## config.mk

```make
export PLATFORM = sky130hd
export DESIGN_NAME = bsc_cfg_regs
export DESIGN_NICKNAME = d
export VERILOG_FILES = /design/src/hw/rtl/bsc_pkg.sv /design/src/hw/rtl/bsc_cfg_regs.sv
export SDC_FILE = /design/constraint.sdc
export NUM_CORES = 1
export LEC_CHECK = 0
export ABC_AREA = 1
export BUFFER_PORTS_ARGS = -buffer_cell sky130_fd_sc_hd__buf_2
export CAP_MARGIN = 20
export CORE_AREA = 2 2 94 96
export CTS_CLUSTER_SIZE = 10
export DETAILED_ROUTE_END_ITERATION = 8
export DIE_AREA = 0 0 96 98
export HOLD_SLACK_MARGIN = 0.1
export PLACE_DENSITY = 0.86
export SYNTH_ARGS = -nofsm -noshare
export SYNTH_HDL_FRONTEND = slang
export SYNTH_SLANG_ARGS = --single-unit
```

## constraint.sdc

```tcl
create_clock -name clk_i -period 0.8 [get_ports clk_i]
set_input_delay 0 -clock clk_i [delete_from_list [all_inputs] [get_ports clk_i]]
set_output_delay 0 -clock clk_i [all_outputs]
set_load 0.03 [all_outputs]
```

## src/hw/rtl/bsc_pkg.sv

```systemverilog
// shared types and constants for the barometric compensation pipeline
package bsc_pkg;

  localparam int unsigned CoefWidth  = 16;
  localparam int unsigned RawWidth   = 24;
  localparam int unsigned TempWidth  = 19;
  localparam int unsigned PresWidth  = 24;
  localparam int unsigned CfgIdxWidth = 3;

  // first-order formula scaling, as shift counts
  localparam int unsigned DtShift     = 8;
  localparam int unsigned TempShift   = 23;
  localparam int unsigned OffShift    = 17;
  localparam int unsigned OffDtShift  = 6;
  localparam int unsigned SensShift   = 16;
  localparam int unsigned SensDtShift = 7;
  localparam int unsigned PSensShift  = 21;
  localparam int unsigned PFinalShift = 15;
  localparam int          TempBase    = 2000;

  // internal widths
  localparam int unsigned DtWidth   = RawWidth + 1;   // signed delta temperature
  localparam int unsigned ProdWidth = 42;             // dT times one coefficient
  localparam int unsigned OffWidth  = 37;
  localparam int unsigned SensWidth = 36;
  localparam int unsigned SensLoWidth = 18;
  localparam int unsigned SensHiWidth = SensWidth - SensLoWidth;
  localparam int unsigned PLoWidth  = 42;
  localparam int unsigned PHiWidth  = 43;
  localparam int unsigned PFullWidth = 61;
  localparam int unsigned DiffWidth = 41;

  typedef enum logic [CfgIdxWidth-1:0] {
    CFG_PRESSURE_SENSITIVITY   = 3'd0,
    CFG_PRESSURE_OFFSET        = 3'd1,
    CFG_SENSITIVITY_TEMP_COEFF = 3'd2,
    CFG_OFFSET_TEMP_COEFF      = 3'd3,
    CFG_REFERENCE_TEMPERATURE  = 3'd4,
    CFG_TEMPERATURE_SLOPE      = 3'd5
  } cfg_idx_e;

  typedef struct packed {
    logic [CoefWidth-1:0] pressure_sensitivity;
    logic [CoefWidth-1:0] pressure_offset;
    logic [CoefWidth-1:0] sensitivity_temp_coeff;
    logic [CoefWidth-1:0] offset_temp_coeff;
    logic [CoefWidth-1:0] reference_temperature;
    logic [CoefWidth-1:0] temperature_slope;
  } cal_t;

  // hand-off from the coefficient stages to the pressure stages
  typedef struct packed {
    logic                        valid;
    logic [RawWidth-1:0]         raw_pressure;
    logic signed [TempWidth-1:0] temperature;
    logic signed [OffWidth-1:0]  off;
    logic signed [SensWidth-1:0] sens;
  } comp_t;

endpackage

```

## src/hw/rtl/bsc_cfg_regs.sv

```systemverilog
// calibration coefficient registers with a valid/ready write channel
module bsc_cfg_regs (
  input  logic                             clk_i,
  input  logic                             rst_ni,
  input  logic                             cfg_valid_i,
  output logic                             cfg_ready_o,
  input  logic [bsc_pkg::CfgIdxWidth-1:0]  cfg_index_i,
  input  logic [bsc_pkg::CoefWidth-1:0]    cfg_data_i,
  output bsc_pkg::cal_t                    cal_o
);
  import bsc_pkg::*;

  cal_t cal_q, cal_d;

  assign cfg_ready_o = 1'b1;

  always_comb begin
    cal_d = cal_q;
    if (cfg_valid_i) begin
      case (cfg_idx_e'(cfg_index_i))
        CFG_PRESSURE_SENSITIVITY:   cal_d.pressure_sensitivity   = cfg_data_i;
        CFG_PRESSURE_OFFSET:        cal_d.pressure_offset        = cfg_data_i;
        CFG_SENSITIVITY_TEMP_COEFF: cal_d.sensitivity_temp_coeff = cfg_data_i;
        CFG_OFFSET_TEMP_COEFF:      cal_d.offset_temp_coeff      = cfg_data_i;
        CFG_REFERENCE_TEMPERATURE:  cal_d.reference_temperature  = cfg_data_i;
        CFG_TEMPERATURE_SLOPE:      cal_d.temperature_slope      = cfg_data_i;
        default:                    cal_d = cal_q;  // unmapped index, dropped
      endcase
    end
  end

  always_ff @(posedge clk_i or negedge rst_ni) begin
    if (!rst_ni) begin
      cal_q <= '0;
    end else begin
      cal_q <= cal_d;
    end
  end

  assign cal_o = cal_q;

endmodule

```

* Yosys cells after proc, flatten, opt, wreduce, memory -nomap -nowiden
Index checks and enable logic that the tools add are counted.
** Operators by class
- Eq/ne operators :: 5
- Reductions and logical operators :: 7
** Operator list (number)
- $reduce_and 2->1 :: 6
- $eq 3x2->1 const B :: 2
- $eq 3x3->1 const B :: 2
- $eq 3x1->1 const B :: 1
- $logic_not 3->1 :: 1
** Word-level totals
- Flip-flop bits (word level) :: 96
- Output and inout bits :: 97
- Word-level logic and storage cells :: 18

* Depth between registers and ports, before layout
- Depth after elaboration :: 2
- Mapped depth :: 6

* Worst setup path before layout
OpenSTA, ideal clock, no wires.
- Path kind :: input-to-reg
- From :: input cfg_valid_i
- To :: register cal_q (netlist bit cal_o[37])
- Library setup time :: 0.117 ns
- Arrival time :: 0.663 ns
- Setup slack :: 0.020 ns
- Stages :: 6
- Buffers on the path :: 1
- Path through :: inv_1 -> nor2_2 -> nand2_1 -> buf_2 -> nand2_1 -> nand2_1
** On the way
- Cells in the longest elaborated chain, start to end :: 1
** Ends and longest elaborated chain
- start: declaration :: RTL line bsc_cfg_regs.sv:5 : input logic cfg_valid_i,
- $reduce_and 2->1 (no line)
- end signal: assignment :: RTL line bsc_cfg_regs.sv:36 : cal_q <= cal_d;
- end: declaration :: RTL line bsc_cfg_regs.sv:13 : cal_t cal_q, cal_d;
Every way passes these cells.
A chain may end at the register's enable or synchronous reset.

* Worst setup path after layout
- From :: register cal_q (netlist bit cal_o[30])
- To :: output cal_o[30] (netlist name)
** RTL lines
- end: declaration :: RTL line bsc_cfg_regs.sv:9 : output bsc_pkg::cal_t cal_o
No word-level cell between the ends.

==> metrics <==
synthesized instance count=427; fin util=0.7148; post-DR wirelength/cell=16.38 um; DP Cell Count=654; Placement Cell Area=4636 um^2; routed vias=about 3,800; synth unique cells=12; status=complete, but fails checks; CTS tree=built; I/O pins=between 100 and 150; Design Power=~0.016 W; Post-Synth XOR/XNOR Area=0; initial antenna violation count=0; Root Driver=clkbuf_8; core area=around 8500 um^2; hpwl dp=7.458 mm; Final setup viols=between 100 and 150; Critical Path RT=0.80 ns; Peak VDD IR=around 1.2 mV; register area share after synthesis=0.6345; crit path launch type=flop; clk_lat worst skew=around 0.36 ns; CTS Sinks=96; Clock Pin Slew Worst Setup and Hold Paths=~0.1 ns; Hold Fails Final Rpt=0; total CTS buffers=9; Synth Area in Adders=0; Nets=655; Die H=98 um; most common cell after layout, fill and taps aside=nand2_1; grt ovf=0; Max Buffers Root-to-Sink=2; Critical Path Sink Type=primary output; final WL=around 12 mm; worst min-delay path class=in -> reg; gr usage total=0.2583; first-pass GRT wire length=~18 mm; family with the most delay on the worst path=flip-flops; final non-filler cell area=6051 um^2; Die W=96 um; fmax=1.058 GHz; syn_area_per_cell=just under 9 um^2; htree depth=3; post-route clock period utilization=1.181; vias per cell=5.131; compound-cell area share of the yosys netlist=0; max_cap viols=0; Starting DRT DRC Count=249; number of remaining DRC errors=0; share of layout cells above drive strength 1=0.3621; failing checks=setup timing; Final Worst Setup Slack=-0.1451 ns; pre-CTS setup slack=-0.1583 ns; max incr delay on CP=roughly 0.43 ns; most frequent cells in the layout=225 x nand2_1, 99 x buf_6, 96 x dfrtp_1; clk_skew=0 ns; PortBufs=117; PwrDens=roughly 2600 nW/um^2; remaining antenna violation count=0; Pre-Repair DR Iteration Count=5; CP max FO=2; main combinational cell family by area after synthesis=simple AND/OR/NAND/NOR gates; Net Count, Synth=449; non-filler cells, final=between 700 and 800; number of global-route vias before repair=3,608; antenna diode count=0; yosys warns=0; global placer's final weighted congestion=0.8388; RSZ-0062 raised after global routing=true; Final Max Slew Viols=0; max FFs per register=96; Mapped Area=3786 um^2; critical path, cell by cell=buf_6; WP buf/inv=1; CP Class=reg -> out; Leak Pwr=between 3 and 4 nW; minimum clock period=around 0.95 ns; die footprint=roughly 9400 um^2; initial core utilization=0.4472; number of core rows=34; Layout area overhead=59.81%; Critical-path top delay cell=dfrtp_1; post-synthesis simple-gate area fraction=0.3305; r2r setup slk=-0.09 ns; register bit count reported by yosys=96; critical path arrival=0.95 ns; largest net degree at the start of global routing=52; multiplexer share of the synthesized area=0
==> report_power, final <==
group | internal, W | total (W) | switching, W
Combinational | 0.00292 | 0.00633 | 0.00341
Sequential | 0.00576 | 0.00651 | 0.000754
Clock | 0.00114 | 0.00287 | 0.00173
Total | 0.00982 | 0.0157 | 0.00589
==> per-layer routing <==
| layer | up-vias | wire length [um] | share of wire | GRT usage |
|---|---|---|---|---|
| met1 | 1900 | 4940 | 0.40 | 0.3463 |
| met3 | 14 | 940 | 0.077 | 0.05864 |
| li1 | 1745 | - | - | - |
| met4 | 0 | 143 | 0.012 | 0.07582 |
| met2 | 169 | 6193 | 0.51 | 0.4193 |
| met5 | - | 0 | 0 | 0 |
==> repair_timing <==
action	in CTS	in global routing
pin swaps	0	5
setup buffers	31	29
hold buffers	17	0
hold endpoints to repair	192	0
gates resized for setup	192	10
endpoints found under the setup margin	96	97
==> logic make-up after synthesis <==
kind of cell | after synthesis
flops | 96
simple gates | 304
buf+inv | 26
other cells | 1
==> cell type report <==
type	instances	area, um^2
fillers	608	2415
well taps	108	135.1
flip-flops and latches	96	2402
multi-input cells	305	1277
clock buffers	10	127.6
inverters	6	22.52
clock inverters	6	45.04
repair buffers	215	2041
==> synthesized netlist by cell type, drive strengths merged <==
cell type / count / area (um^2)
nand2: 234 / 883.4
dfrtp: 96 / 2402
nand3: 64 / 320.3
buf: 17 / 95.09
inv: 6 / 22.52
nor2: 6 / 47.54
clkbuf: 3 / 11.26
conb: 1 / 3.750
==> worst paths after layout <==
| check | from | cells after the start | to |
|---|---|---|---|
| max | cal_o[30] | 1 | cal_o[30] |
| max reg2reg | cal_o[88] | 4 | cal_o[88] |
| min reg2reg | cal_o[63] | 2 | cal_o[63] |
| max in group asynchronous | rst_ni | 3 | cal_o[9] |
| min in group asynchronous | rst_ni | 3 | cal_o[54] |
| min | cfg_valid_i | 6 | cal_o[43] |
==> tightest hold or removal path, stage by stage <==
cell and delay (ns):
buf_2 0.11, nand2_1 0.07, nor2_2 0.06, buf_12 0.13, nand2_1 0.05, nand2_1 0.04
==> metrics by stage <==
step	hold slack [ns]	setup TNS [ns]
after floorplan	-0.2956	0
after CTS	0.1235	-11.06
after global placement	0.01283	-6.123
after detailed placement	0.01344	-8.258
final	0.1278	-11.30
after global routing	0.1260	-14.67
Power figures use the tool's default switching activity.
