**config.mk**
```make
export PLATFORM = sky130hd
export DESIGN_NAME = bsc_pres_pipe
export DESIGN_NICKNAME = d
export VERILOG_FILES = /design/src/hw/rtl/bsc_pkg.sv /design/src/hw/rtl/bsc_pres_pipe.sv
export SDC_FILE = /design/constraint.sdc
export NUM_CORES = 2
export LEC_CHECK = 0
export BUFFER_PORTS_ARGS = -buffer_cell sky130_fd_sc_hd__buf_2
export CORE_UTILIZATION = 55
export CTS_CLUSTER_SIZE = 40
export DETAILED_ROUTE_END_ITERATION = 8
export PLACE_DENSITY_LB_ADDON = 0.1
export SLEW_MARGIN = 5
export SYNTH_ARGS = -nofsm -noshare
export SYNTH_HDL_FRONTEND = slang
export SYNTH_SLANG_ARGS = --single-unit
```
**constraint.sdc**
```tcl
create_clock -name clk_i -period 7.2 [get_ports clk_i]
set_input_delay 0.72 -clock clk_i [delete_from_list [all_inputs] [get_ports clk_i]]
set_output_delay 0.72 -clock clk_i [all_outputs]
set_load 0.03 [all_outputs]
```
**src/hw/rtl/bsc_pkg.sv**
```systemverilog
// shared types and constants for the barometric compensation pipeline
package bsc_pkg;

  localparam int unsigned CoefWidth  = 16;
  localparam int unsigned RawWidth   = 24;
  localparam int unsigned TempWidth  = 19;
  localparam int unsigned PresWidth  = 24;
  localparam int unsigned CfgIdxWidth = 3;

  // first-order formula scaling, as shift counts
  localparam int unsigned DtShift     = 8;
  localparam int unsigned TempShift   = 23;
  localparam int unsigned OffShift    = 17;
  localparam int unsigned OffDtShift  = 6;
  localparam int unsigned SensShift   = 16;
  localparam int unsigned SensDtShift = 7;
  localparam int unsigned PSensShift  = 21;
  localparam int unsigned PFinalShift = 15;
  localparam int          TempBase    = 2000;

  // internal widths
  localparam int unsigned DtWidth   = RawWidth + 1;   // signed delta temperature
  localparam int unsigned ProdWidth = 42;             // dT times one coefficient
  localparam int unsigned OffWidth  = 37;
  localparam int unsigned SensWidth = 36;
  localparam int unsigned SensLoWidth = 18;
  localparam int unsigned SensHiWidth = SensWidth - SensLoWidth;
  localparam int unsigned PLoWidth  = 42;
  localparam int unsigned PHiWidth  = 43;
  localparam int unsigned PFullWidth = 61;
  localparam int unsigned DiffWidth = 41;

  typedef enum logic [CfgIdxWidth-1:0] {
    CFG_PRESSURE_SENSITIVITY   = 3'd0,
    CFG_PRESSURE_OFFSET        = 3'd1,
    CFG_SENSITIVITY_TEMP_COEFF = 3'd2,
    CFG_OFFSET_TEMP_COEFF      = 3'd3,
    CFG_REFERENCE_TEMPERATURE  = 3'd4,
    CFG_TEMPERATURE_SLOPE      = 3'd5
  } cfg_idx_e;

  typedef struct packed {
    logic [CoefWidth-1:0] pressure_sensitivity;
    logic [CoefWidth-1:0] pressure_offset;
    logic [CoefWidth-1:0] sensitivity_temp_coeff;
    logic [CoefWidth-1:0] offset_temp_coeff;
    logic [CoefWidth-1:0] reference_temperature;
    logic [CoefWidth-1:0] temperature_slope;
  } cal_t;

  // hand-off from the coefficient stages to the pressure stages
  typedef struct packed {
    logic                        valid;
    logic [RawWidth-1:0]         raw_pressure;
    logic signed [TempWidth-1:0] temperature;
    logic signed [OffWidth-1:0]  off;
    logic signed [SensWidth-1:0] sens;
  } comp_t;

endpackage

```
**src/hw/rtl/bsc_pres_pipe.sv**
```systemverilog
// stages 4-7: split d1*sens product, recombine, scale and subtract offset, final scale
module bsc_pres_pipe (
  input  logic                                  clk_i,
  input  logic                                  rst_ni,
  input  bsc_pkg::comp_t                        comp_i,
  output logic                                  valid_o,
  output logic signed [bsc_pkg::TempWidth-1:0]  temperature_o,
  output logic signed [bsc_pkg::PresWidth-1:0]  pressure_o
);
  import bsc_pkg::*;

  logic                        v4_q, v5_q, v6_q, v7_q;
  logic signed [TempWidth-1:0] t4_q, t5_q, t6_q, t7_q;
  logic signed [OffWidth-1:0]  off4_q, off5_q;

  // stage 4: two partial products of d1 against sens halves
  logic [SensLoWidth-1:0]         sens_lo;
  logic signed [SensHiWidth-1:0]  sens_hi;
  logic [PLoWidth-1:0]            plo_d, plo_q;
  logic signed [PHiWidth-1:0]     phi_d, phi_q;
  // stage 5
  logic signed [PFullWidth-1:0]   prod_d, prod_q;
  // stage 6
  logic signed [PFullWidth-1:0]   psum, pq;
  logic signed [DiffWidth-1:0]    diff_d, diff_q;
  // stage 7
  logic signed [DiffWidth-1:0]    dsum, dq;
  logic signed [PresWidth-1:0]    pres_d, pres_q;

  assign sens_lo = comp_i.sens[SensLoWidth-1:0];
  assign sens_hi = comp_i.sens[SensWidth-1:SensLoWidth];
  assign plo_d   = comp_i.raw_pressure * sens_lo;
  assign phi_d   = $signed({1'b0, comp_i.raw_pressure}) * sens_hi;

  assign prod_d = (PFullWidth'(phi_q) <<< SensLoWidth)
                + $signed({{(PFullWidth-PLoWidth){1'b0}}, plo_q});

  assign psum = prod_q + $signed({{(PFullWidth-PSensShift){1'b0}},
                                  {PSensShift{prod_q[PFullWidth-1]}}});
  assign pq     = psum >>> PSensShift;
  assign diff_d = DiffWidth'(pq) - DiffWidth'(off5_q);

  assign dsum = diff_q + $signed({{(DiffWidth-PFinalShift){1'b0}},
                                  {PFinalShift{diff_q[DiffWidth-1]}}});
  assign dq     = dsum >>> PFinalShift;
  assign pres_d = dq[PresWidth-1:0];

  always_ff @(posedge clk_i or negedge rst_ni) begin
    if (!rst_ni) begin
      v4_q <= 1'b0;
      v5_q <= 1'b0;
      v6_q <= 1'b0;
      v7_q <= 1'b0;
    end else begin
      v4_q <= comp_i.valid;
      v5_q <= v4_q;
      v6_q <= v5_q;
      v7_q <= v6_q;
    end
  end

  always_ff @(posedge clk_i) begin
    plo_q  <= plo_d;
    phi_q  <= phi_d;
    t4_q   <= comp_i.temperature;
    off4_q <= comp_i.off;
    prod_q <= prod_d;
    t5_q   <= t4_q;
    off5_q <= off4_q;
    diff_q <= diff_d;
    t6_q   <= t5_q;
    pres_q <= pres_d;
    t7_q   <= t6_q;
  end

  assign valid_o       = v7_q;
  assign temperature_o = t7_q;
  assign pressure_o    = pres_q;

endmodule

```
After elaboration in Yosys (flattened, before gate mapping)
Cells that the tools add are included.
Widths: inputs -> output; s select.
Cells by class
  $add $sub $neg: 4
  multiply operators: 2
Operator list (count)
  $add 61x22->61: 1
  $add 61x43->61: 1
  $mul 25x18->43: 1
  $mul 24x18->42: 1
  $sub 40x37->41: 1
  $add 39x16->39: 1
Word-level totals
  word-level logic and storage cells: 21
  output and inout bits: 44
  bits of input ports: 119
  bits in registers: 365

Depth between registers and ports, before layout
  depth in word-level cells: 2
  depth in mapped cells: 25
  mapped depth without buffers: 23

Least setup slack after synthesis
No wires, ideal clock.
  path type: input to register
  start point: input port comp_i[102] in the netlist's numbering
  end point: register plo_q[37]
  arrival: 6.459 ns
  library setup time: 0.127 ns
  buffers on the path: 2
  data required time: 7.073 ns
  slack: 0.614 ns
  stages: 24
  cells stage by stage: clkbuf_1 -> clkbuf_1 -> nand2_1 -> fa_1 -> fa_1 -> inv_1 -> fa_1 -> inv_1 -> fa_1 -> inv_1 -> fa_1 -> inv_1 -> fa_1 -> inv_1 -> ha_1 -> a21o_1 -> a21oi_1 -> nor2b_1 -> a41o_1 -> o41ai_1 -> o21a_1 -> o21ba_2 -> o21ai_0 -> xor2_1
Between the ends
  longest elaborated chain between the ends: 1
Ends and longest elaborated chain
  start: declaration: RTL line bsc_pres_pipe.sv:5  | input bsc_pkg::comp_t comp_i,
  $mul 24x18->42: RTL line bsc_pres_pipe.sv:32  | assign plo_d = comp_i.raw_pressure * sens_lo;
  named net plo_d[37]: RTL line bsc_pres_pipe.sv:19  | logic [PLoWidth-1:0] plo_d, plo_q;
  end signal: assignment: RTL line bsc_pres_pipe.sv:63  | plo_q <= plo_d;
  end: declaration: RTL line bsc_pres_pipe.sv:19
The timed path passes the listed nets, and every way through them passes these cells.

Final worst setup path
  start point: input port comp_i[102] in the netlist's numbering
  end point: register phi_q[40]
Between the ends
  longest elaborated chain between the ends: 1
Ends and longest elaborated chain
  $mul 25x18->43: RTL line bsc_pres_pipe.sv:33  | assign phi_d = $signed({1'b0, comp_i.raw_pressure}) * sens_hi;
  named net phi_d[40]: RTL line bsc_pres_pipe.sv:20  | logic signed [PHiWidth-1:0] phi_d, phi_q;
  end signal: assignment: RTL line bsc_pres_pipe.sv:64  | phi_q <= phi_d;
  end: declaration: RTL line bsc_pres_pipe.sv:20
The timed path passes the listed nets, and every way through them passes these cells.

==> out/metrics.cfg <==
[timing]
hold_violations=0
finalCritPeriodShare=0.9135
slew_headroom=0.3766
fin_crit_ns=6.577
finClkSkew_ns=0.01774
finalWorstSetupSlack_ns=0.6228
worst_slew_pin_slew_ns=0.9249
rsz0062_at_grt=false
drv_slew=0
setup_tns_ns=0
clock.fmax_mhz=152.0
finalSetupViolCount=0

[synth]
ys_seq_area_frac=0.1765
synth.cell_area_sq_um=41400
syn-num-nets=5724
ys_ff_latch=364
yosys_warnings=0
synth_edf_count=0
syn-instance-count=4540
async_flop_share=0.01099
synth_flop_cell=dfxtp_1
ys_types=79
post_synth.cell_area_avg_sq_um=9.120

[placed_design]
placed_area_sq_um=43420
hpwl_microns=80280
port_buffers=162
gp_congestion=0.9019
dp_slack_ns=0.1168

[route]
vias_per_cell=5.264
drcViolationCount=0
dr.pass1.iters=6
routed_wl_microns=96880
wl_per_cell_microns=17.19
vias=29670
antenna_left=0
drtIter0Drc=1712

[cts]
ctsLongestPathBuffers=3
root_buffer=clkbuf_16
cts_hold_buf=1
numCtsBuffers=35
cts_resized=0
tritoncts=yes
clk_latency_ns=0.53
clock-sinks=364
post_cts_buffers=0
clk_pin_slew_ns=0.06
cts-htree-levels=2

[status]
outcome=complete, no violations

[floorplan]
core_area_sq_um=74450
ios=163
start_util=0.5562
die_height_microns=276.4
dieArea_sq_um=76380
die_w_microns=276.4
num_rows=100

[setup_path]
critPathRequiredTime_ns=7.67
endpoint_kind=register
worst-path-max-fanout=21
critPathKind=primary input to register
critPathArrivalTime_ns=7.04
cp-start-kind=primary input

[grt]
grt_pass1_wl_microns=162000
antenna_found_initial=3
grt_max_degree=31
grt.total_usage=0.2649
gr-total-overflow=0
grt_pass1_vias=31360

[layout]
syn_to_final_growth_pct=8.072
final_nets=5823
post-route-cell-area_sq_um=44750
final_cell_mix=inv_1, fa_1, nand2_1
mostFrequentLayoutCell=inv_1
drive_above_1_share=0.07460

[min_path]
hp-class=primary input to register

[flow_run]
drv_cap=0

==> stage by stage <==
stage / std cells / hold WS (ns) / utilization
finish: 5636 / 0.2848 / 0.6010
global route: 5635 / 0.2689 / 0.6010
CTS: 5634 / 0.2606 / 0.6010
detailed placement: 5570 / 0.3121 / 0.5832
global placement: 5570 / 0.3097 / 0.5832
floorplan: 4540 / 0.3096 / -
==> path summary, 6_finish.rpt <==
kind	start	endpoint	slack [ns]	cells after the start
min in group asynchronous	rst_ni	v6_q	0.52	2
setup / recovery	comp_i[102]	phi_q[40]	0.62	21
setup reg to reg	prod_q[60]	diff_q[40]	1.20	23
hold reg to reg	off4_q[7]	off5_q[7]	0.32	0
hold / removal	comp_i[59]	off4_q[23]	0.28	1
max in group asynchronous	rst_ni	v5_q	6.56	2
==> area by class of cell <==
type                       instances  area [sq um]
clock buffer                      45          1026
timing repair buffer             255          1536
sequential                       364          7307
fill                            6663         29700
multi-input combinational       3035         29810
tap                              969          1212
clock inverter                    18         286.5
antenna                            2         5.005
inverter                         948          3558
==> sequential cells by signal, summed over array words and instances (netlist names), 19 cells and up <==
| signal | cells |
|---|---|
| diff_q | 40 |
| off4_q | 37 |
| off5_q | 37 |
| phi_q | 43 |
| plo_q | 42 |
| pressure_o | 24 |
| prod_q | 61 |
| t4_q | 19 |
| t5_q | 19 |
| t6_q | 19 |
| temperature_o | 19 |
==> Yosys cell counts (all sizes together) (6+ instances only) <==
cell     instances  area (sq um)
a211oi          18         140.1
a21boi           8         60.05
a21o            90         675.7
a21oi          135         686.9
a31oi           22         137.6
and2           333          2083
and3            16         102.6
and4             6         52.55
clkbuf         193         724.4
dfxtp          360          7207
fa             706         14130
ha             359          4492
inv            948          3558
nand2          617          2316
nand2b          24         150.1
nand3           66         335.3
nand4           33         206.5
nor2           104         392.9
nor2b           22         137.6
nor3            23         120.1
nor4            19         133.9
o2111ai          6         58.80
o211ai           9         67.56
o21a            26         195.2
o21ai           81         405.4
o21bai          22         165.2
or3             10         62.56
or4b             6         60.06
xnor2          151          1323
xor2            48         420.4
==> routing by layer <==
layer,global-route usage,vias to the layer above,part of all wire
met5,0,-,0
met4,0.07750,0,0.027
met3,0.02594,151,0.050
met2,0.4450,770,0.47
met1,0.3639,14700,0.45
li1,-,14040,-
==> worst max-delay path, cell delays in order <==
cell     delay (ns)
buf_2          0.49
nand2_1        0.16
fa_1           0.59
fa_1           0.43
fa_1           0.52
inv_1          0.05
fa_1           0.46
fa_1           0.56
inv_1          0.06
fa_1           0.53
inv_1          0.04
ha_1           0.37
and4_1         0.34
nand4_1        0.12
a21oi_1        0.22
or3_1          0.22
nand3_1        0.12
a31oi_1        0.28
a32oi_1        0.14
or4b_1         0.52
nand3_1        0.09
==> cell families after synthesis <==
kind of cell / synth area share
XOR/XNOR: 0.04210
buffers and inverters: 0.1034
AND/OR/NAND/NOR: 0.1520
adder cells (fa/ha/maj): 0.4499
flip-flops: 0.1765
AO/OA/AOI/OAI: 0.07585
multiplexers: 0.0002418
Power is left out: the tool's default activity adds up to more than one toggle a clock period on the data nets, which glitch-free logic cannot reach.
