File: src/hw/rtl/bsc_pkg.sv
// shared types and constants for the barometric compensation pipeline
package bsc_pkg;

  localparam int unsigned CoefWidth  = 16;
  localparam int unsigned RawWidth   = 24;
  localparam int unsigned TempWidth  = 19;
  localparam int unsigned PresWidth  = 24;
  localparam int unsigned CfgIdxWidth = 3;

  // first-order formula scaling, as shift counts
  localparam int unsigned DtShift     = 8;
  localparam int unsigned TempShift   = 23;
  localparam int unsigned OffShift    = 17;
  localparam int unsigned OffDtShift  = 6;
  localparam int unsigned SensShift   = 16;
  localparam int unsigned SensDtShift = 7;
  localparam int unsigned PSensShift  = 21;
  localparam int unsigned PFinalShift = 15;
  localparam int          TempBase    = 2000;

  // internal widths
  localparam int unsigned DtWidth   = RawWidth + 1;   // signed delta temperature
  localparam int unsigned ProdWidth = 42;             // dT times one coefficient
  localparam int unsigned OffWidth  = 37;
  localparam int unsigned SensWidth = 36;
  localparam int unsigned SensLoWidth = 18;
  localparam int unsigned SensHiWidth = SensWidth - SensLoWidth;
  localparam int unsigned PLoWidth  = 42;
  localparam int unsigned PHiWidth  = 43;
  localparam int unsigned PFullWidth = 61;
  localparam int unsigned DiffWidth = 41;

  typedef enum logic [CfgIdxWidth-1:0] {
    CFG_PRESSURE_SENSITIVITY   = 3'd0,
    CFG_PRESSURE_OFFSET        = 3'd1,
    CFG_SENSITIVITY_TEMP_COEFF = 3'd2,
    CFG_OFFSET_TEMP_COEFF      = 3'd3,
    CFG_REFERENCE_TEMPERATURE  = 3'd4,
    CFG_TEMPERATURE_SLOPE      = 3'd5
  } cfg_idx_e;

  typedef struct packed {
    logic [CoefWidth-1:0] pressure_sensitivity;
    logic [CoefWidth-1:0] pressure_offset;
    logic [CoefWidth-1:0] sensitivity_temp_coeff;
    logic [CoefWidth-1:0] offset_temp_coeff;
    logic [CoefWidth-1:0] reference_temperature;
    logic [CoefWidth-1:0] temperature_slope;
  } cal_t;

  // hand-off from the coefficient stages to the pressure stages
  typedef struct packed {
    logic                        valid;
    logic [RawWidth-1:0]         raw_pressure;
    logic signed [TempWidth-1:0] temperature;
    logic signed [OffWidth-1:0]  off;
    logic signed [SensWidth-1:0] sens;
  } comp_t;

endpackage

File: src/hw/rtl/bsc_coef_pipe.sv
// stages 1-3: delta temperature, coefficient products, temperature/off/sens
module bsc_coef_pipe (
  input  logic                          clk_i,
  input  logic                          rst_ni,
  input  logic                          valid_i,
  input  logic [bsc_pkg::RawWidth-1:0]  raw_pressure_i,
  input  logic [bsc_pkg::RawWidth-1:0]  raw_temperature_i,
  input  bsc_pkg::cal_t                 cal_i,
  output bsc_pkg::comp_t                comp_o
);
  import bsc_pkg::*;

  logic                        v1_q, v2_q, v3_q;
  logic [RawWidth-1:0]         d1_s1_q, d1_s2_q, d1_s3_q;

  // stage 1
  logic signed [DtWidth-1:0]   dt_d, dt_q;
  // stage 2
  logic signed [ProdWidth-1:0] tprod_d, oprod_d, sprod_d;
  logic signed [ProdWidth-1:0] tprod_q, oprod_q, sprod_q;
  // stage 3
  logic signed [ProdWidth-1:0] tsum, osum, ssum, tq, oq, sq;
  logic signed [TempWidth-1:0] temp_d, temp_q;
  logic signed [OffWidth-1:0]  off_d, off_q;
  logic signed [SensWidth-1:0] sens_d, sens_q;

  assign dt_d = $signed({1'b0, raw_temperature_i})
              - $signed({1'b0, cal_i.reference_temperature, {DtShift{1'b0}}});

  assign tprod_d = dt_q * $signed({1'b0, cal_i.temperature_slope});
  assign oprod_d = dt_q * $signed({1'b0, cal_i.offset_temp_coeff});
  assign sprod_d = dt_q * $signed({1'b0, cal_i.sensitivity_temp_coeff});

  // truncate toward zero: bias negative values by divisor minus one
  assign tsum = tprod_q + $signed({{(ProdWidth-TempShift){1'b0}},
                                   {TempShift{tprod_q[ProdWidth-1]}}});
  assign osum = oprod_q + $signed({{(ProdWidth-OffDtShift){1'b0}},
                                   {OffDtShift{oprod_q[ProdWidth-1]}}});
  assign ssum = sprod_q + $signed({{(ProdWidth-SensDtShift){1'b0}},
                                   {SensDtShift{sprod_q[ProdWidth-1]}}});
  assign tq = tsum >>> TempShift;
  assign oq = osum >>> OffDtShift;
  assign sq = ssum >>> SensDtShift;

  assign temp_d = $signed(tq[TempWidth-1:0]) + TempWidth'(TempBase);
  assign off_d  = $signed({{(OffWidth-CoefWidth-OffShift){1'b0}},
                           cal_i.pressure_offset, {OffShift{1'b0}}})
                + OffWidth'(oq);
  assign sens_d = $signed({{(SensWidth-CoefWidth-SensShift){1'b0}},
                           cal_i.pressure_sensitivity, {SensShift{1'b0}}})
                + SensWidth'(sq);

  always_ff @(posedge clk_i or negedge rst_ni) begin
    if (!rst_ni) begin
      v1_q <= 1'b0;
      v2_q <= 1'b0;
      v3_q <= 1'b0;
    end else begin
      v1_q <= valid_i;
      v2_q <= v1_q;
      v3_q <= v2_q;
    end
  end

  always_ff @(posedge clk_i) begin
    dt_q    <= dt_d;
    d1_s1_q <= raw_pressure_i;
    tprod_q <= tprod_d;
    oprod_q <= oprod_d;
    sprod_q <= sprod_d;
    d1_s2_q <= d1_s1_q;
    temp_q  <= temp_d;
    off_q   <= off_d;
    sens_q  <= sens_d;
    d1_s3_q <= d1_s2_q;
  end

  assign comp_o.valid        = v3_q;
  assign comp_o.raw_pressure = d1_s3_q;
  assign comp_o.temperature  = temp_q;
  assign comp_o.off          = off_q;
  assign comp_o.sens         = sens_q;

endmodule

File: config.mk
export PLATFORM = sky130hd
export DESIGN_NAME = bsc_coef_pipe
export DESIGN_NICKNAME = d
export VERILOG_FILES = /design/src/hw/rtl/bsc_pkg.sv /design/src/hw/rtl/bsc_coef_pipe.sv
export SDC_FILE = /design/constraint.sdc
export NUM_CORES = 2
export LEC_CHECK = 0
export BUFFER_PORTS_ARGS = -buffer_cell sky130_fd_sc_hd__buf_2
export CAP_MARGIN = 20
export CELL_PAD_IN_SITES_DETAIL_PLACEMENT = 0
export CELL_PAD_IN_SITES_GLOBAL_PLACEMENT = 1
export CORE_ASPECT_RATIO = 0.75
export CORE_MARGIN = 2
export CORE_UTILIZATION = 46
export CTS_BUF_LIST = sky130_fd_sc_hd__clkbuf_4 sky130_fd_sc_hd__clkbuf_8
export DETAILED_ROUTE_END_ITERATION = 10
export GPL_TIMING_DRIVEN = 1
export PLACE_DENSITY_LB_ADDON = 0.12
export REMOVE_ABC_BUFFERS = 1
export SETUP_SLACK_MARGIN = 0.15
export SYNTH_ARGS = -nofsm -noshare
export SYNTH_HDL_FRONTEND = slang
export SYNTH_SLANG_ARGS = --single-unit
File: constraint.sdc
create_clock -name clk_i -period 6.9 [get_ports clk_i]
set_clock_uncertainty 0.2 [all_clocks]
set_input_delay 1.035 -clock clk_i [delete_from_list [all_inputs] [get_ports clk_i]]
set_output_delay 1.035 -clock clk_i [all_outputs]
set_load 0.02 [all_outputs]
Yosys cells after proc, flatten, opt, wreduce, memory -nomap -nowiden --
Index checks and enable logic that the tools add are counted.
Storage, ports and cells: register bits 318, bits in latches 0, bits in writable memories 0, ROM bits 0, bits of input ports 147, output and inout port bits 117, logic and storage cells 23, memories kept 0
Operators by class: add/sub/neg operators 7, multipliers 3, divide/modulo/power cells 0, $lt $le $gt $ge 0, equality and inequality tests 0, shift operators 0, mux-type cells 0, bitwise operators 0, reduce and logical (&&, ||, !) cells 0
Operators with widths (number):
- 25-bit by 17-bit multiplier with 42-bit output | 3
- 42-bit by 24-bit adder with 42-bit output | 1
- 42-bit by 7-bit adder with 42-bit output | 1
- 42-bit by 8-bit adder with 42-bit output | 1
- 34-bit by 36-bit adder with 37-bit output | 1
- 33-bit by 35-bit adder with 36-bit output | 1
- 24-bit by 24-bit subtractor with 25-bit output | 1
- 19-bit by 12-bit adder with 19-bit output, second input constant | 1

Longest topological paths before layout --
word-level depth 2, mapped depth 26, depth with buffers taken out 25

Worst setup path before layout --
OpenSTA, ideal clock, no wires.
path type input to register, start input port cal_i[2] in the netlist's numbering, end register tprod_q[40], library setup time 72 ps, data arrival time 7055 ps, required time 6628 ps, slack -428 ps, stages 23, path buffers 2, path through clkbuf_1 > clkbuf_1 > nand2_1 > fa_1 > fa_1 > fa_1 > inv_1 > fa_1 > fa_1 > inv_1 > fa_1 > inv_1 > ha_1 > a21o_1 > a21o_1 > a21o_1 > a221o_1 > a2111oi_4 > a211oi_1 > a211o_1 > a31o_1 > a21oi_2 > xnor2_1
On the way: longest elaborated chain between the ends 1
RTL lines:
- from (decl) | RTL line bsc_coef_pipe.sv:8 | input bsc_pkg::cal_t cal_i,
- 25-bit by 17-bit multiplier with 42-bit output | RTL line bsc_coef_pipe.sv:30 | assign tprod_d = dt_q * $signed({1'b0, cal_i.temperature_slope});
- net tprod_d[40] | RTL line bsc_coef_pipe.sv:19 | logic signed [ProdWidth-1:0] tprod_d, oprod_d, sprod_d;
- to (signal assigned) | RTL line bsc_coef_pipe.sv:68 | tprod_q <= tprod_d;
- to (decl) | RTL line bsc_coef_pipe.sv:20 | logic signed [ProdWidth-1:0] tprod_q, oprod_q, sprod_q;
The timed path passes the listed nets, and every way through them passes these cells.

Worst setup path in the final report --
start input port cal_i[7] in the netlist's numbering, end register tprod_q[40]
The elaborated chain is that of the path after synthesis.

==> impl_results.md <==
- Status: completed
- Inserted Clock Buffers: 55
- Syn avg cell area: 9.122 um2
- Skew-Pair Late Insertion Delay: between 700 and 800 ps
- Nets: about 8300
- Largest family of logic cells by synthesized area: adder cells
- Register area share after synthesis: 0.1176
- Final Setup Violations: 0
- Routed Antenna Nets: 0
- H-tree depth: 2
- Clock buffer depth: 3
- Most common cell after layout, fill and taps aside: inv_1
- Fill cells: ~11000
- YS warnings: 0
- Worst-margin pin slew: slightly below 800 ps
- Die Wd: 400.5 um
- Top_reg_cell synth: dfxtp_1
- Max Slew Vio Count: 0
- Setup_tns: 0 ps
- Clk pin slew, worst setup/hold paths: roughly 70 ps
- Arrival time worst endpoint: between 7000 and 8000 ps
- Maximum capacitance violations: 0
- Starting density of the core: 0.4619
- HPWL after DPL: around 120 mm
- WL/cell: between 15 and 20 um
- Root Buffer: clkbuf_8
- Post-route cell area: between 60000 and 70000 um2
- Vias per cell: approximately 4.8
- Share of cells above drive strength 1: 0.1675
- Critical path class: input port to flop
- GR Overflow Total: 0
- Vias post-DR: 39676
- Die H: roughly 300 um
- RSZ-0062 raised after global routing: true
- CTS tree: built
- Period minus WS final: about 6700 ps
- Area added between synthesis and finish: 17.85%
- Nature of the critical path startpoint: input port
- I/O pins: approximately 260
- Adder-cell share of the synthesized area: 0.5250
- Number of synthesized flops with an enable pin: 0
- Synth async-reset ratio: 0.009434
- Synth Area in Simple Gates: 0.1445
- F_max: 149.5 MHz
- Fin crit share: 0.9694
- Final hold vios: 0
- Drt drc: 0
- Most frequent cells in the layout: inv_1, fa_1, nand2_1
- Largest net degree at the start of global routing: 32
- Die area: about 120000 um2
- Buffers on Ports: between 200 and 300
- Drt first pass iters: 5
- Worst-path maximum fanout: 12
- CP endpoint kind: flop
- Post-Synth XOR/XNOR Area: 0.03988
- Tot GR Track Use: 0.2346
- Vias in the first global route: 41483
- Post-Route WL: around 140 mm
- Starting DRT DRC Count: 2079
- Cell area after synthesis: 54240 um2
- Mux cell area share after synthesis: 0.0001845
- HP Class: flop to flop
- GPL Wtd Cong: between 0.8 and 0.9
- Seq cells post-synth: between 300 and 400
- Initial antenna violation count: 14
- Max transition margin: 0.4809
- Critical Path RT: ~7300 ps
- Complex-gate fraction of the synthesized area: 0.05239
- Post-Syn Instances: slightly below 6000
- Wire length of the first global-routing pass: 224.1 mm
- Core footprint: between 100000 and 150000 um2
- Rows: between 100 and 150
- DP Area: slightly above 60000 um2
- Synth cell types: 77
- Sink Count: approximately 320
path summary, 6_finish.rpt:
kind / depth (start not counted) / startpoint / endpoint / slack, ps
worst min-delay path: 0 / d1_s2_q[6]$_DFF_P_ / d1_s3_q[6]$_DFF_P_ / 120
min in group asynchronous: 2 / rst_ni / v1_q$_DFF_PN0_ / 450
max in group asynchronous: 2 / rst_ni / v3_q$_DFF_PN0_ / 5940
worst max-delay path: 24 / cal_i[7] / tprod_q[40]$_DFF_P_ / 210
worst max register to register: 24 / dt_q[10]$_DFF_P_ / tprod_q[40]$_DFF_P_ / 270
worst min register to register: 0 / d1_s2_q[6]$_DFF_P_ / d1_s3_q[6]$_DFF_P_ / 120
cells in the mapped netlist, drive strengths merged, types with 5 or more instances:
cell,instances,area (um2)
xor2,65,569.3
nor2,115,431.7
dfxtp,315,6306
nand2b,16,100.1
nand4,18,112.6
o21a,13,97.59
a31o,9,78.83
o2111ai,5,43.79
a21oi,145,729.5
and4,9,78.83
or3,10,62.56
nor2b,22,137.6
a21boi,8,60.06
o21bai,17,127.6
xnor2,182,1594
o31ai,9,67.56
nor3,31,160.1
a21o,69,518.0
a211oi,18,135.1
o21ai,67,335.3
a31oi,18,118.9
o31a,5,43.79
and3,28,175.2
clkbuf,240,900.9
ha,391,4892
and2,490,3065
o211ai,6,50.05
buf,8,42.54
nand2,825,3097
fa,1176,23540
or2,6,37.54
inv,1489,5589
nand3,54,270.3
routing by layer:
layer | share of wire | global-route usage | up-vias
li1 | - | - | 18790
met1 | 0.49 | 0.3531 | 19874
met2 | 0.43 | 0.3556 | 887
met3 | 0.072 | 0.04333 | 123
met4 | 0.016 | 0.04248 | 2
met5 | 0.000094 | 0 | -
sequential cells by signal, summed over array words and instances, names as in the netlist:
signal,count
oprod_q,42
sprod_q,42
tprod_q,42
off_q,37
sens_q,36
dt_q,25
d1_s1_q,24
d1_s2_q,24
d1_s3_q,24
temp_q,19
v1_q,1
v2_q,1
v3_q,1
final cells by class:
| class | instances | area [um2] | share of cell area |
|---|---|---|---|
| multi-input cells | 3891 | 41870 | 0.6550 |
| repair buffers | 877 | 6889 | 0.1078 |
| flip-flops and latches | 318 | 6452 | 0.1009 |
| inverters | 1489 | 5589 | 0.08744 |
| well taps | 1554 | 1944 | 0.03042 |
| clock buffers | 79 | 1006 | 0.01574 |
| clock inverters | 16 | 162.7 | 0.002545 |
| diodes | 3 | 7.507 | 0.0001174 |
cells by family (layout without fill, tap and decap cells):
| logic type | Yosys count | in the layout |
|---|---|---|
| fa+ha+maj | 1571 | 1571 |
| mux | 1 | 1 |
| buf+inv | 1737 | 2461 |
| compound gates | 434 | 434 |
| flops | 318 | 318 |
| other cells | 0 | 3 |
| simple gates | 1638 | 1638 |
| xor+xnor | 247 | 247 |
timing repair:
item                                    CTS  global route
hold buffers                              1             0
buffers inserted                          1            33
cloned                                    2             4
endpoints found under the hold margin     3             0
resized for setup                        30           168
endpoints found under the setup margin   16            41
pin swaps                                16           101
per-stage QoR:
stage	hold slack (ps)	std cells	util	setup WS (ps)
2_1_floorplan	109.6	5698	-	-1.105
3_3_place_gp	109.8	8088	0.5240	-821.3
3_5_place_dp	112.1	8088	0.5240	-900.4
4_1_cts	114.3	8187	0.5356	125.3
5_1_grt	130.6	8226	0.5444	20.08
6_report	122.4	8227	0.5444	211.0
critical path, cell delays in order:
cell and delay, ps:
buf_4 170, buf_12 150, buf_4 150, and2_1 160, fa_1 480, inv_1 50
fa_1 500, inv_1 70, fa_1 510, fa_1 530, fa_1 490, inv_1 50
fa_1 470, inv_1 40, ha_1 290, nand4_1 120, nor2_1 60, a221o_1 420
a2111oi_4 490, a211oi_4 130, a211o_1 320, a31o_1 200, a21oi_2 130, xnor2_1 70
Power is not shown: default switching activity piles up to over one toggle a cycle in this logic, so the estimate is an artifact.
